<file path="src/rtl/dws_pkg.sv">
// ----------------------------------------------------------------------------
// dws_pkg
// Types and constants for the deque with search.
// ----------------------------------------------------------------------------
package dws_pkg;

    localparam int DEPTH   = 16;
    localparam int DATA_W  = 32;
    localparam int VALUE_W = 32;
    localparam int KIND_W  = 3;
    localparam int STAT_W  = 2;
    localparam int ECNT_W  = 5;
    localparam int CNT_W   = $clog2(DEPTH + 1);

    typedef enum logic [KIND_W-1:0] {
        K_INS_FRONT = 3'd0,
        K_INS_BACK  = 3'd1,
        K_REM_FRONT = 3'd2,
        K_REM_BACK  = 3'd3,
        K_SEARCH    = 3'd4
    } t_kind;

    typedef enum logic [STAT_W-1:0] {
        ST_DONE  = 2'd0,
        ST_FULL  = 2'd1,
        ST_EMPTY = 2'd2
    } t_status;

    typedef struct packed {
        logic shift_r;
        logic shift_l;
        logic load;
        logic live;
    } t_cell_ctl;

endpackage

</file>
<file path="src/rtl/deque_with_search_top.sv">
// Latency: a result is registered and presented in the cycle after its item is accepted.
// Throughput: one item per cycle while i_ready does not stall the output; the cell row
// updates on each accepted item and one output register holds the result while the next item is taken.
// Reset (synchronous, active low) empties the deque and clears the output valid flag.
// ----------------------------------------------------------------------------
// deque_with_search_top
// Bounded deque as a row of shift cells, with a parallel value search.
// ----------------------------------------------------------------------------
module deque_with_search_top
    import dws_pkg::*;
(
    input  logic               i_clk,
    input  logic               i_rst_n,
    input  logic               i_valid,
    output logic               o_ready,
    input  logic [KIND_W-1:0]  i_kind,
    input  logic [VALUE_W-1:0] i_value,
    output logic               o_valid,
    input  logic               i_ready,
    output logic [STAT_W-1:0]  o_status,
    output logic               o_found,
    output logic [ECNT_W-1:0]  o_entry_count
);

    logic [CNT_W-1:0]  r_count;
    logic [CNT_W-1:0]  n_count;
    logic              r_out_valid;
    logic              n_out_valid;
    t_status           r_status;
    t_status           n_status;
    logic              r_found;
    logic              n_found;

    logic              acc;
    logic              full;
    logic              empty;
    logic              do_shift_r;
    logic              do_shift_l;
    logic              do_load;
    logic [DATA_W-1:0] value;
    logic [DEPTH-1:0]  match;
    logic [DATA_W-1:0] data [DEPTH];
    t_cell_ctl         ctl  [DEPTH];

    assign o_ready = !r_out_valid || i_ready;
    assign acc     = i_valid && o_ready;
    assign full    = (r_count == CNT_W'(DEPTH));
    assign empty   = (r_count == '0);
    assign value   = i_value[DATA_W-1:0];

    always_comb begin
        n_count    = r_count;
        n_status   = ST_DONE;
        n_found    = 1'b0;
        do_shift_r = 1'b0;
        do_shift_l = 1'b0;
        do_load    = 1'b0;
        case (t_kind'(i_kind))
            K_INS_FRONT: begin
                if (full) begin
                    n_status = ST_FULL;
                end else begin
                    do_shift_r = 1'b1;
                    n_count    = r_count + 1'b1;
                end
            end
            K_INS_BACK: begin
                if (full) begin
                    n_status = ST_FULL;
                end else begin
                    do_load = 1'b1;
                    n_count = r_count + 1'b1;
                end
            end
            K_REM_FRONT: begin
                if (empty) begin
                    n_status = ST_EMPTY;
                end else begin
                    do_shift_l = 1'b1;
                    n_count    = r_count - 1'b1;
                end
            end
            K_REM_BACK: begin
                if (empty) begin
                    n_status = ST_EMPTY;
                end else begin
                    n_count = r_count - 1'b1;
                end
            end
            K_SEARCH: begin
                n_found = |match;
            end
            default: begin
            end
        endcase
        n_out_valid = acc || (r_out_valid && !i_ready);
    end

    genvar g;
    generate
        for (g = 0; g < DEPTH; g++) begin : g_cell
            always_comb begin
                ctl[g].shift_r = acc && do_shift_r;
                ctl[g].shift_l = acc && do_shift_l;
                ctl[g].load    = acc && do_load && (CNT_W'(g) == r_count);
                ctl[g].live    = (CNT_W'(g) < r_count);
            end

            dws_cell u_cell (
                .i_clk        (i_clk),
                .i_ctl        (ctl[g]),
                .i_value      (value),
                .i_from_front ((g == 0) ? value : data[(g == 0) ? 0 : g - 1]),
                .i_from_back  ((g == DEPTH - 1) ? data[g]
                                                : data[(g == DEPTH - 1) ? g : g + 1]),
                .o_data       (data[g]),
                .o_match      (match[g])
            );
        end
    endgenerate

    always_ff @(posedge i_clk) begin
        if (!i_rst_n) begin
            r_count     <= '0;
            r_out_valid <= 1'b0;
        end else begin
            r_out_valid <= n_out_valid;
            if (acc) begin
                r_count <= n_count;
            end
        end
    end

    always_ff @(posedge i_clk) begin
        if (acc) begin
            r_status <= n_status;
            r_found  <= n_found;
        end
    end

    assign o_valid       = r_out_valid;
    assign o_status      = r_status;
    assign o_found       = r_found;
    assign o_entry_count = ECNT_W'(r_count);

endmodule

</file>
<file path="src/rtl/dws_cell.sv">
// ----------------------------------------------------------------------------
// dws_cell
// One deque position: holds a word, shifts toward either neighbor, compares.
// ----------------------------------------------------------------------------
module dws_cell
    import dws_pkg::*;
(
    input  logic              i_clk,
    input  t_cell_ctl         i_ctl,
    input  logic [DATA_W-1:0] i_value,
    input  logic [DATA_W-1:0] i_from_front,
    input  logic [DATA_W-1:0] i_from_back,
    output logic [DATA_W-1:0] o_data,
    output logic              o_match
);

    logic [DATA_W-1:0] r_data;
    logic [DATA_W-1:0] n_data;

    always_comb begin
        n_data = r_data;
        if (i_ctl.shift_r) begin
            n_data = i_from_front;
        end else if (i_ctl.shift_l) begin
            n_data = i_from_back;
        end else if (i_ctl.load) begin
            n_data = i_value;
        end
    end

    always_ff @(posedge i_clk) begin
        r_data <= n_data;
    end

    assign o_data  = r_data;
    assign o_match = i_ctl.live && (r_data == i_value);

endmodule

</file>
<file path="config.mk">
export PLATFORM = sky130hd
export DESIGN_NAME = deque_with_search_top
export DESIGN_NICKNAME = d
export VERILOG_FILES = /design/src/rtl/dws_pkg.sv /design/src/rtl/deque_with_search_top.sv /design/src/rtl/dws_cell.sv
export SDC_FILE = /design/constraint.sdc
export NUM_CORES = 1
export LEC_CHECK = 0
export ABC_CLOCK_PERIOD_IN_PS = 4500
export BUFFER_PORTS_ARGS = -buffer_cell sky130_fd_sc_hd__buf_2
export CAP_MARGIN = 40
export CORE_MARGIN = 3
export CORE_UTILIZATION = 25
export DETAILED_ROUTE_END_ITERATION = 8
export GPL_ROUTABILITY_DRIVEN = 0
export GPL_TIMING_DRIVEN = 0
export SYNTH_ARGS = -nofsm -noshare
export SYNTH_HDL_FRONTEND = slang
export SYNTH_SLANG_ARGS = --single-unit
</file>
<file path="constraint.sdc">
create_clock -name i_clk -period 4.5 [get_ports i_clk]
set_input_delay 0 -clock i_clk [delete_from_list [all_inputs] [get_ports i_clk]]
set_output_delay 0 -clock i_clk [all_outputs]
set_load 0.03 [all_outputs]
</file>
==> run metrics <==
Synth Cell Area 28500 sq um; CP endpoint kind register; average wire per standard cell just under 30 um; peak supply drop 275 uV; top-area cell type share of the netlist area 0.543; Vias between 20000 and 25000; syn nets approximately 2300; final antenna-violating net count 0; Rel. slew slack 0.350; total CTS buffers 57; Area growth syn-to-layout 16.1%; num rows 123; CTS Root Cell clkbuf_16; Area contributors post-synth edfxtp_1 54%, a221o_1 16%, xnor2_1 9.0%, xor2_1 6.8%, nand2_1 2.7%; ys async rst share 0; first-pass GRT wire length roughly 160 mm; DP Cell Count approximately 3800; Max-cap violations 0; clk buf depth 3; Ports 49; HPWL Detailed 92.5 mm; synth unique cells around 50; Layout Cells excl Fill 3905; drt via density approximately 5.6; DR DRC count 0; core area 113000 sq um; number of global-route vias before repair ~21000; layout cells sized above 1 0.108; #FFs+latches synth roughly 520; die outline height 343 um; CTS tree built; fmax 221 MHz; Congestion Overflow GR 0; largest net degree at the start of global routing 22; Buf/Inv on CP 5; syn avg cell area ~13 sq um; Final Worst Setup Slack -0.0287 ns; RSZ-0062 raised after global routing no; Final Hold Vio Count 0; cells after synthesis roughly 2200; sequential area share after synthesis 0.548; cell family with most CP delay buffers and inverters; Yosys warning count 0; worst path required time about 4.9 ns; final cycle utilization of the critical path 1.01; Worst path max stage delay between 0.6 and 0.7 ns; maximum fanout along the worst path 19; die area between 100000 and 150000 sq um; number of synthesized flops with an enable pin around 520; Initial Utilization 0.252; Tmin final around 4.5 ns; Clk Latency, worst-skew pair 0.65 ns; CTS sink cnt between 500 and 600; failing checks setup timing; First-pass DRT Iterations 6; CP Class register to register; Die W around 340 um; final wirelength approximately 110 mm; Hold Crit Class input port to register; initial antenna violation count 11; Final setup viols 33; WP data arrival roughly 4.9 ns; crit path cell chain clkbuf_2 -> inv_1 -> ha_1 -> nand3_1 -> nand2_1 -> or2_2 -> buf_2 -> clkbuf_4 -> nand2_1 -> a21o_1 -> buf_16; status finished with violations; Critical Path Source Type register; Leakage approximately 11 nW; htree depth 2; # nets final 2400; drt initial violations between 3000 and 4000; largest area contributor in the netlist edfxtp_1; skew final 0.0329 ns; Fill cells 11500; final hold slack ~0.010 ns; critical path's slowest cell a21o_1; PwrDens around 360 nW/um^2; Port Buffer Count 17; most used cell, CP nand2_1; clock slew at reported path FFs around 0.06 ns; Post-synth top flop edfxtp_1; total track usage 0.186; pin slew with the least headroom to its limit between 0.9 and 1 ns; Max Slew Vio Count 0
[cell usage after synthesis, types with 2 or more instances]
master / number
a221o_1: 448
xor2_1: 222
and3_4: 3
o21ai_0: 13
dfxtp_1: 6
buf_6: 23
o31ai_1: 2
or4_1: 3
o22ai_1: 2
buf_1: 4
o41ai_1: 2
clkbuf_1: 149
nor2_1: 10
a21o_1: 5
edfxtp_1: 515
or2_2: 2
nor4_1: 74
ha_1: 5
clkbuf_2: 3
nand2_1: 202
and2_1: 2
buf_2: 76
nand4_1: 84
a21oi_1: 8
xnor2_1: 293
inv_1: 7
nand3_1: 10
nor3_1: 12
nor2b_1: 2
nand2b_1: 5
or3_1: 2
and3_1: 29
[cells in the final DEF, fill, tap and decap left out, types with 12 or more instances in the layout]
cell       netlist  final
buf_6           23     30
buf_2           76     93
a221o_1        448    448
clkinv_1         0     20
nand4_1         84     84
edfxtp_1       515    515
nor3_1          12     12
clkbuf_16        0     57
and3_1          29     29
nor4_1          74     73
xnor2_1        293    293
clkbuf_1       149    157
nand2_1        202    202
xor2_1         222    222
buf_16           0     16
[cell type report]
class	instances	area, sq um	share of cell area
Timing Repair Buffer	57	815	0.0246
Inverter	7	26.3	0.000795
Tap cell	1500	1880	0.0568
Clock buffer	71	1480	0.0448
Antenna cell	1	2.50	0.0000757
Sequential cell	521	15600	0.472
Clock inverter	36	267	0.00807
Multi-Input combinational cell	1458	11800	0.356
Buffer	254	1240	0.0374
[path summary, 6_finish.rpt]
path | from | to | slack (ns) | cells past startpoint
setup / recovery | o_entry_count[0] | g_cell[4].u_cell.o_data[15] | -0.03 | 11
hold / removal | i_value[28] | g_cell[0].u_cell.o_data[28] | 0.01 | 4
setup reg to reg | o_entry_count[0] | g_cell[4].u_cell.o_data[15] | -0.03 | 11
hold reg to reg | g_cell[1].u_cell.o_data[12] | g_cell[0].u_cell.o_data[12] | 0.60 | 2
[timing repair]
item,in CTS,in global routing
endpoints found under the hold margin,11,0
cloned,0,0
gates resized for setup,6,3
hold buffers,7,0
buffers inserted,0,0
pin swaps,0,0
endpoints found under the setup margin,474,194
[tightest hold or removal path: stages]
cell and delay [ns]:
buf_2 0.22, buf_1 0.16, nand2_1 0.06, nand2_1 0.04
[layer usage]
metal,part of all wire,track usage,vias up
met5,0.00011,0,-
met4,0.086,0.138,2
met3,0.098,0.0306,341
met2,0.42,0.277,1652
met1,0.39,0.244,10700
li1,-,-,9147
[registers in the layout (all words and copies together) (netlist names)]
name / count
g_cell.u_cell.o_data: 512
o_entry_count: 5
o_found: 1
o_status: 2
o_valid: 1
[where the power goes]
part / switching (mW) / leakage (nW) / internal [mW]
logic: 1.00 / 5.16 / 0.585
registers: 0.161 / 4.75 / 5.56
clock network: 2.05 / 0.855 / 2.55
total: 3.21 / 10.8 / 8.69
[logic make-up after synthesis]
group                    synth area share
buffers and inverters              0.0444
multiplexers                     0.000352
XOR/XNOR                            0.158
AO/OA/AOI/OAI                       0.167
flip-flops                          0.548
adder cells (fa/ha/maj)           0.00220
AND/OR/NAND/NOR                    0.0804
[stage by stage]
stage               total power, mW   util  area [sq um]  TNS (ns)  setup slack, ns
CTS                            11.9  0.293         33000         0           0.0307
floorplan                      6.71      -         28500         0            0.226
global route                   12.2  0.293         33000         0           0.0124
detailed placement             7.34  0.277         31200   -191.96           -0.739
global placement               7.27  0.270         30400   -967.31            -3.00
finish                         11.9  0.293         33000    -0.566          -0.0287
No activity file was read; power rests on OpenSTA's default activity.
